--- config.mk ---
export PLATFORM = sky130hd
export DESIGN_NAME = integer_matrix_multiply_unit
export DESIGN_NICKNAME = d
export VERILOG_FILES = /design/src/rtl/imm_pkg.sv /design/src/rtl/imm_ram.sv /design/src/rtl/imm_mac.sv /design/src/rtl/imm_cfg.sv /design/src/rtl/integer_matrix_multiply_unit.sv
export SDC_FILE = /design/constraint.sdc
export NUM_CORES = 2
export LEC_CHECK = 0
export ABC_AREA = 1
export BUFFER_PORTS_ARGS = -buffer_cell sky130_fd_sc_hd__buf_2
export CAP_MARGIN = 20
export CORE_UTILIZATION = 35
export CTS_CLUSTER_DIAMETER = 80
export CTS_CLUSTER_SIZE = 30
export DETAILED_ROUTE_END_ITERATION = 8
export HOLD_SLACK_MARGIN = 0.08
export PLACE_DENSITY = 0.51
export SLEW_MARGIN = 20
export SYNTH_ARGS = -nofsm -noshare
export SYNTH_HDL_FRONTEND = slang
export SYNTH_SLANG_ARGS = --single-unit
--- constraint.sdc ---
create_clock -name clk -period 6.8 [get_ports clk]
set_clock_uncertainty 0.05 [all_clocks]
set_input_delay 0.34 -clock clk [delete_from_list [all_inputs] [get_ports clk]]
set_output_delay 0.34 -clock clk [all_outputs]
set_load 0.05 [all_outputs]
--- src/rtl/imm_pkg.sv ---
// Shared types and constants of the integer matrix multiply unit.
package imm_pkg;

	localparam int REG_WIDTH     = 4;
	localparam int ADDR_WIDTH    = 4;
	localparam int DATA_WIDTH    = 32;
	localparam int PRODUCT_WIDTH = 36;
	localparam int INDEX_WIDTH   = 3;

	localparam logic [REG_WIDTH-1:0] DIM_RESET = 4'd8;

	localparam logic [1:0] REG_ROWS_A     = 2'd0;
	localparam logic [1:0] REG_INNER_SIZE = 2'd1;
	localparam logic [1:0] REG_COLS_B     = 2'd2;

	typedef struct packed {
		logic [REG_WIDTH-1:0] rows_a;
		logic [REG_WIDTH-1:0] inner_size;
		logic [REG_WIDTH-1:0] cols_b;
	} imm_dims_t;

	typedef struct packed {
		logic issue;
		logic first_k;
		logic last_k;
	} imm_mac_ctl_t;

endpackage

--- src/rtl/imm_ram.sv ---
// Single write port, single registered read port element store.
module imm_ram #(
	parameter int DEPTH = 64,
	parameter int WIDTH = 16
) (
	input  logic                     clk,
	input  logic                     wr_en,
	input  logic [$clog2(DEPTH)-1:0] wr_addr,
	input  logic [WIDTH-1:0]         wr_data,
	input  logic [$clog2(DEPTH)-1:0] rd_addr,
	output logic [WIDTH-1:0]         rd_data
);

	logic [WIDTH-1:0] mem [DEPTH];

	always_ff @(posedge clk) begin
		if (wr_en) begin
			mem[wr_addr] <= wr_data;
		end
		rd_data <= mem[rd_addr];
	end

endmodule

--- src/rtl/imm_mac.sv ---
// Shared multiply-accumulate unit: registered product, then 36-bit accumulate.
module imm_mac #(
	parameter int ELEM_WIDTH = 16
) (
	input  logic                                  clk,
	input  logic                                  arst_n,
	input  imm_pkg::imm_mac_ctl_t                 ctl,
	input  logic signed [ELEM_WIDTH-1:0]          a_s1,
	input  logic signed [ELEM_WIDTH-1:0]          b_s1,
	input  logic                                  clr,
	output logic signed [imm_pkg::PRODUCT_WIDTH-1:0] acc_q,
	output logic                                  done_q
);
	import imm_pkg::*;

	localparam int PW = 2 * ELEM_WIDTH;
	localparam int XW = (PW > PRODUCT_WIDTH) ? PW : PRODUCT_WIDTH;

	imm_mac_ctl_t          ctl_s1;
	imm_mac_ctl_t          ctl_s2;
	logic signed [PW-1:0]  prod_s2;
	logic signed [XW-1:0]  prod_x;

	assign prod_x = XW'(prod_s2);

	always_ff @(posedge clk or negedge arst_n) begin
		if (!arst_n) begin
			ctl_s1 <= '0;
			ctl_s2 <= '0;
			done_q <= 1'b0;
		end else begin
			ctl_s1 <= ctl;
			ctl_s2 <= ctl_s1;
			if (clr) begin
				done_q <= 1'b0;
			end else if (ctl_s2.issue && ctl_s2.last_k) begin
				done_q <= 1'b1;
			end
		end
	end

	always_ff @(posedge clk) begin
		prod_s2 <= a_s1 * b_s1;
		if (ctl_s2.issue) begin
			acc_q <= (ctl_s2.first_k ? '0 : acc_q) + prod_x[PRODUCT_WIDTH-1:0];
		end
	end

endmodule

--- src/rtl/imm_cfg.sv ---
// APB-style dimension registers of the matrix multiply unit.
module imm_cfg (
	input  logic                              clk,
	input  logic                              arst_n,
	input  logic                              psel,
	input  logic                              penable,
	input  logic                              pwrite,
	input  logic [imm_pkg::ADDR_WIDTH-1:0]    paddr,
	input  logic [imm_pkg::DATA_WIDTH-1:0]    pwdata,
	output logic [imm_pkg::DATA_WIDTH-1:0]    prdata,
	output logic                              pready,
	output imm_pkg::imm_dims_t                dims_q,
	output logic                              restart
);
	import imm_pkg::*;

	logic       wr;
	logic [1:0] idx;

	assign pready  = 1'b1;
	assign wr      = psel && penable && pwrite;
	assign idx     = paddr[3:2];
	assign restart = wr && (idx == REG_ROWS_A || idx == REG_INNER_SIZE || idx == REG_COLS_B);

	always_ff @(posedge clk or negedge arst_n) begin
		if (!arst_n) begin
			dims_q.rows_a     <= DIM_RESET;
			dims_q.inner_size <= DIM_RESET;
			dims_q.cols_b     <= DIM_RESET;
		end else if (wr) begin
			unique case (idx)
				REG_ROWS_A:     dims_q.rows_a     <= pwdata[REG_WIDTH-1:0];
				REG_INNER_SIZE: dims_q.inner_size <= pwdata[REG_WIDTH-1:0];
				REG_COLS_B:     dims_q.cols_b     <= pwdata[REG_WIDTH-1:0];
				default: ;
			endcase
		end
	end

	always_comb begin
		unique case (idx)
			REG_ROWS_A:     prdata = DATA_WIDTH'(dims_q.rows_a);
			REG_INNER_SIZE: prdata = DATA_WIDTH'(dims_q.inner_size);
			REG_COLS_B:     prdata = DATA_WIDTH'(dims_q.cols_b);
			default:        prdata = '0;
		endcase
	end

endmodule

--- src/rtl/integer_matrix_multiply_unit.sv ---
// Top level of the integer matrix multiply unit: load sequencer and product sequencer.
//
//   channel   direction  handshake                      payload
//   element   in         element_valid / element_stall  element_value
//   product   out        product_valid / product_stall  product_value, row_index, col_index, is_last
//   config    in         psel, penable, pwrite, pready  paddr, pwdata, prdata
//
// Loading takes one element per cycle; element_stall is low throughout the load.
// After the last element of B, each result is computed in turn on the one
// multiply-accumulate unit (one store read per term, registered read and product, accumulate).
// A stalled result holds the sequencer; loading of the next pair resumes once the last
// result sits in the output register. Reset leaves the load empty and all dimensions at 8.
module integer_matrix_multiply_unit #(
	parameter int MAX_DIM    = 8,
	parameter int ELEM_WIDTH = 16
) (
	input  logic                                     clk,
	input  logic                                     arst_n,
	input  logic                                     psel,
	input  logic                                     penable,
	input  logic                                     pwrite,
	input  logic [imm_pkg::ADDR_WIDTH-1:0]           paddr,
	input  logic [imm_pkg::DATA_WIDTH-1:0]           pwdata,
	output logic [imm_pkg::DATA_WIDTH-1:0]           prdata,
	output logic                                     pready,
	input  logic                                     element_valid,
	output logic                                     element_stall,
	input  logic signed [ELEM_WIDTH-1:0]             element_value,
	output logic                                     product_valid,
	input  logic                                     product_stall,
	output logic signed [imm_pkg::PRODUCT_WIDTH-1:0] product_value,
	output logic [imm_pkg::INDEX_WIDTH-1:0]          row_index,
	output logic [imm_pkg::INDEX_WIDTH-1:0]          col_index,
	output logic                                     is_last
);
	import imm_pkg::*;

	localparam int IW    = $clog2(MAX_DIM);
	localparam int DEPTH = MAX_DIM * MAX_DIM;
	localparam int AW    = $clog2(DEPTH);

	typedef enum logic [2:0] {
		ST_LOAD = 3'b001,
		ST_RUN  = 3'b010,
		ST_WAIT = 3'b100
	} imm_state_t;

	function automatic logic [IW-1:0] dim_limit(input logic [REG_WIDTH-1:0] v);
		if (v == '0) begin
			return '0;
		end
		if (int'(v) > MAX_DIM) begin
			return IW'(MAX_DIM - 1);
		end
		return IW'(v - 1'b1);
	endfunction

	imm_state_t              state_q;
	imm_dims_t               dims_q;
	logic                    restart;
	logic [IW-1:0]           lim_r, lim_k, lim_c;
	logic                    load_b_q;
	logic [IW-1:0]           ld_row_q, ld_col_q;
	logic [IW-1:0]           cr_q, cc_q, ck_q;
	logic                    accept, col_end, row_end;
	logic [AW-1:0]           wr_addr, a_rd_addr, b_rd_addr;
	logic [ELEM_WIDTH-1:0]   a_rd, b_rd;
	imm_mac_ctl_t            ctl;
	logic signed [PRODUCT_WIDTH-1:0] acc;
	logic                    mac_done;
	logic                    take, elem_last;
	logic                    product_valid_q;

	imm_cfg u_cfg (
		.clk     (clk),
		.arst_n  (arst_n),
		.psel    (psel),
		.penable (penable),
		.pwrite  (pwrite),
		.paddr   (paddr),
		.pwdata  (pwdata),
		.prdata  (prdata),
		.pready  (pready),
		.dims_q  (dims_q),
		.restart (restart)
	);

	assign lim_r = dim_limit(dims_q.rows_a);
	assign lim_k = dim_limit(dims_q.inner_size);
	assign lim_c = dim_limit(dims_q.cols_b);

	assign element_stall = (state_q != ST_LOAD);
	assign accept        = element_valid && !element_stall;
	assign col_end       = (ld_col_q == (load_b_q ? lim_c : lim_k));
	assign row_end       = (ld_row_q == (load_b_q ? lim_k : lim_r));
	assign wr_addr       = AW'(int'(ld_row_q) * MAX_DIM + int'(ld_col_q));
	assign a_rd_addr     = AW'(int'(cr_q) * MAX_DIM + int'(ck_q));
	assign b_rd_addr     = AW'(int'(ck_q) * MAX_DIM + int'(cc_q));

	imm_ram #(.DEPTH(DEPTH), .WIDTH(ELEM_WIDTH)) u_ram_a (
		.clk     (clk),
		.wr_en   (accept && !load_b_q),
		.wr_addr (wr_addr),
		.wr_data (element_value),
		.rd_addr (a_rd_addr),
		.rd_data (a_rd)
	);

	imm_ram #(.DEPTH(DEPTH), .WIDTH(ELEM_WIDTH)) u_ram_b (
		.clk     (clk),
		.wr_en   (accept && load_b_q),
		.wr_addr (wr_addr),
		.wr_data (element_value),
		.rd_addr (b_rd_addr),
		.rd_data (b_rd)
	);

	always_comb begin
		ctl.issue   = (state_q == ST_RUN);
		ctl.first_k = (ck_q == '0);
		ctl.last_k  = (ck_q == lim_k);
	end

	imm_mac #(.ELEM_WIDTH(ELEM_WIDTH)) u_mac (
		.clk    (clk),
		.arst_n (arst_n),
		.ctl    (ctl),
		.a_s1   (a_rd),
		.b_s1   (b_rd),
		.clr    (take),
		.acc_q  (acc),
		.done_q (mac_done)
	);

	assign take      = (state_q == ST_WAIT) && mac_done && (!product_valid_q || !product_stall);
	assign elem_last = (cr_q == lim_r) && (cc_q == lim_c);

	always_ff @(posedge clk or negedge arst_n) begin
		if (!arst_n) begin
			state_q         <= ST_LOAD;
			load_b_q        <= 1'b0;
			ld_row_q        <= '0;
			ld_col_q        <= '0;
			cr_q            <= '0;
			cc_q            <= '0;
			ck_q            <= '0;
			product_valid_q <= 1'b0;
		end else begin
			if (take) begin
				product_valid_q <= 1'b1;
			end else if (!product_stall) begin
				product_valid_q <= 1'b0;
			end
			if (restart) begin
				load_b_q <= 1'b0;
				ld_row_q <= '0;
				ld_col_q <= '0;
			end else begin
				unique case (state_q)
					ST_LOAD: begin
						if (accept) begin
							if (col_end) begin
								ld_col_q <= '0;
								if (row_end) begin
									ld_row_q <= '0;
									load_b_q <= !load_b_q;
									if (load_b_q) begin
										cr_q    <= '0;
										cc_q    <= '0;
										ck_q    <= '0;
										state_q <= ST_RUN;
									end
								end else begin
									ld_row_q <= ld_row_q + 1'b1;
								end
							end else begin
								ld_col_q <= ld_col_q + 1'b1;
							end
						end
					end
					ST_RUN: begin
						if (ctl.last_k) begin
							ck_q    <= '0;
							state_q <= ST_WAIT;
						end else begin
							ck_q <= ck_q + 1'b1;
						end
					end
					ST_WAIT: begin
						if (take) begin
							if (elem_last) begin
								cr_q    <= '0;
								cc_q    <= '0;
								state_q <= ST_LOAD;
							end else begin
								if (cc_q == lim_c) begin
									cc_q <= '0;
									cr_q <= cr_q + 1'b1;
								end else begin
									cc_q <= cc_q + 1'b1;
								end
								state_q <= ST_RUN;
							end
						end
					end
					default: state_q <= ST_LOAD;
				endcase
			end
		end
	end

	always_ff @(posedge clk) begin
		if (take) begin
			product_value <= acc;
			row_index     <= INDEX_WIDTH'(cr_q);
			col_index     <= INDEX_WIDTH'(cc_q);
			is_last       <= elem_last;
		end
	end

	assign product_valid = product_valid_q;

endmodule

==> results.toml <==
[synth]
synth_top_cell_by_area = "edfxtp_1"
ys.flop_type = "edfxtp_1"
ys_seq_area_share_pct = 66.3
synth_top_family_by_area = "compound AO/OA/AOI/OAI gates"
synth_area_sq_mm = 0.0998
synthMuxAreaShare_pct = 0
synthTopCellsByArea = "edfxtp_1 64%, fa_1 5.3%, nor2_1 5.1%"
yosys-top-cells-count = "2,127 x edfxtp_1, 1,365 x nor2_1, 981 x o21ai_0"
synth_xor_area_share_pct = 0.684
synthCells = 8520
synth_seq_cells = 2230
synth.avg_cell_area_sq_um = 11.7
synth_edf_count = 2127
yosys_warnings = 0
synth_most_common_cell = "edfxtp_1"
synth_top_area_share_pct = 64.0
synth_compound_area_share_pct = 10.8
synth-async-reset-ratio_pct = 1.75
synth_fa_ha_area_share_pct = 6.85
synth-simple-area-share_pct = 10.6
synthDistinctLibCells = 43

[setup_path]
r2r-start = "u_ram_a.rd_data[15]"
path_cells = "buf_4, nand2_1, inv_1, fa_1, fa_1, fa_1, fa_1, inv_1, fa_1, inv_1, fa_1, ha_1, inv_1, nor3_1, nand2_1, nor4_1, nand2_1, inv_1, nor2_1, xor2_1"
arrival_ns = 6.70
setup.worst_path.start_class = "register"
r2r_cells = 20
slowest_stage = "fa_1"
path_delay_family = "adder cells"
critPathMaxStageDelay_ns = 0.86
r2r-end = "u_mac.prod_s2[31]"
crit_type = "register to register"
crit_fanout = 16
rrSetupSlack_ns = 0.72
worst-path-buf-inv = 6
cp-end-kind = "register"
crit_required_ns = 7.42
path_common_cell = "fa_1"

[floorplanning]
die_area_sq_mm = 0.287
rows = 195
chipWidth_um = 536
ioPinCount = 137
core_sq_mm = 0.283
die-height_um = 536
initial_core_util_pct = 35.3

[cts]
cts_setup_buffers = 0
cts_made_buffers = 111
htree_levels = 3
clock_latency_ns = 0.87
cts_tree = "done"
cts_root_buf = "clkbuf_16"
clock_path_buffers = 3
clkTransAtPathRegs_ns = 0.10
numClockSinks = 2230

[sta]
setup_tns_ns = 0
relSlewSlack_pct = 5.32
setup_violations = 0
rsz0062_at_grt = "no"
fmax_mhz = 164
drv_slew = 0
min_period_ns = 6.08
hold_viol = 0
tightest_slew_ns = 1.42
fin_crit_sh_pct = 89.4

[grt]
antenna_found_initial = 15
grt_pass1_wl_mm = 431
grt_pass1_vias = 62800
grt_max_degree = 246
grt_use_total_pct = 20.3
grt_overflow = 0

[final_layout]
nets = 8875
layout-area-overhead-vs-synth_pct = 9.22
drive_gt1_share_pct = 7.01
seq_area_sq_mm = 0.0662
multi_input_area_sq_mm = 0.0293
nFillCells = 27300

[route]
routed_wl_mm = 297
wl_per_cell_um = 24.2
vias_per_cell = 5.30
vias = 65000
drtIter0Drc = 6616
first_pass_iters = 5
drc_errors = 0
final_antenna_net_count = 0

[placed_design]
port_buffers = 77
dp.final_hpwl_mm = 174
gp_congestion = 0.885

[min_path]
whs_endpoint = "u_ram_a.mem[29][2]"
worstHoldStart = "element_value[2]"
hold_class = "input pin to register"
hold_path_depth = 1

[run]
max-cap-violations = 0

[run_status]
outcome = "complete, no violations"
==> flip-flops by register name, summed over array words and instances, names as in the netlist, 3 cells and up <==
name and cells:
cc_q 3, ck_q 3, col_index 3, cr_q 3, ld_col_q 3, ld_row_q 3
product_value 36, row_index 3, state_q 3, u_cfg.dims_q 12, u_mac.acc_q 36, u_mac.ctl_s1 3
u_mac.ctl_s2 3, u_mac.prod_s2 32, u_ram_a.mem 1024, u_ram_a.rd_data 16, u_ram_b.mem 1024, u_ram_b.rd_data 16
==> through the flow <==
| stage | util [%] | instances | hold slack, ns | cell area, sq um | setup slack, ns |
|---|---|---|---|---|---|
| floorplan | - | 8547 | -0.00559 | 99900 | 1.16 |
| global placement | 36.9 | 12000 | 0.285 | 105000 | 0.669 |
| detailed placement | 37.0 | 12000 | 0.286 | 105000 | 0.746 |
| CTS | 38.5 | 12300 | 0.0866 | 109000 | 0.737 |
| global route | 38.5 | 12300 | 0.120 | 109000 | 0.394 |
| finish | 38.5 | 12300 | 0.119 | 109000 | 0.719 |
==> cell usage in the layout (no fill, tap or decap), types with 11 or more instances in the layout <==
cell and instances:
a21oi_1 153, a31oi_1 11, buf_12 12, buf_2 61, buf_4 211, clkbuf_16 111, clkinv_16 11, clkinv_4 11
clkinv_8 14, conb_1 29, dfrtp_1 27, dfxtp_1 64, dlygate4sd3_1 26, edfxtp_1 2127, fa_1 263, ha_1 126
inv_1 593, inv_6 15, nand2_1 956, nand3_1 294, nor2_1 1286, nor2_2 57, nor2_4 24, nor3_1 26
o211ai_1 44, o21ai_0 980, o21ai_1 255, o22ai_1 508, or2_1 16, xnor2_1 22, xor2_1 56
==> kinds of logic after synthesis <==
group,after synthesis
AO/OA/AOI/OAI,1978
other,2
flip-flops,2230
buffers and inverters,1153
XOR/XNOR,78
AND/OR/NAND/NOR,2690
adder cells (fa/ha/maj),389
==> per-layer routing <==
metal	track usage (%)	share of wire, %	routed length, um	vias up
met5	0	0	0	-
met4	7.07	3.6	10600	0
met3	2.08	5.8	17200	311
met2	33.6	48	141000	2157
met1	27.7	43	128000	32900
li1	-	-	-	29600
==> worst max path at each step <==
| stage | slack (ns) | from | endpoint | depth (start not counted) |
|---|---|---|---|---|
| after CTS | 0.74 | u_ram_a.rd_data[7] | u_mac.prod_s2[27] | 22 |
| final | 0.72 | u_ram_a.rd_data[15] | u_mac.prod_s2[31] | 20 |
| after global routing | 0.39 | u_ram_a.rd_data[15] | u_mac.prod_s2[31] | 20 |
| after detailed placement | 0.75 | u_ram_a.rd_data[15] | u_mac.prod_s2[31] | 20 |
| after floorplan | 1.16 | u_ram_b.rd_data[5] | u_mac.prod_s2[31] | 23 |
| after global placement | 0.67 | u_ram_a.rd_data[15] | u_mac.prod_s2[31] | 20 |
==> layout make-up <==
| cell class | count | area share (%) |
|---|---|---|
| timing repair buffer | 316 | 2.26 |
| multi-input combinational | 5164 | 26.9 |
| clock inverter | 85 | 1.11 |
| antenna | 10 | 0.0230 |
| sequential | 2230 | 60.7 |
| clock buffer | 121 | 2.58 |
| inverter | 604 | 2.12 |
| tap | 3743 | 4.30 |
==> what timing repair did <==
item / 4_1_cts / 5_1_grt
hold buffers: 26 / 0
setup endpoints to repair: 0 / 0
resized for setup: 0 / 0
endpoints found under the hold margin: 695 / 0
Power is not shown: default switching activity piles up to over one toggle a cycle in this logic, so the estimate is an artifact.
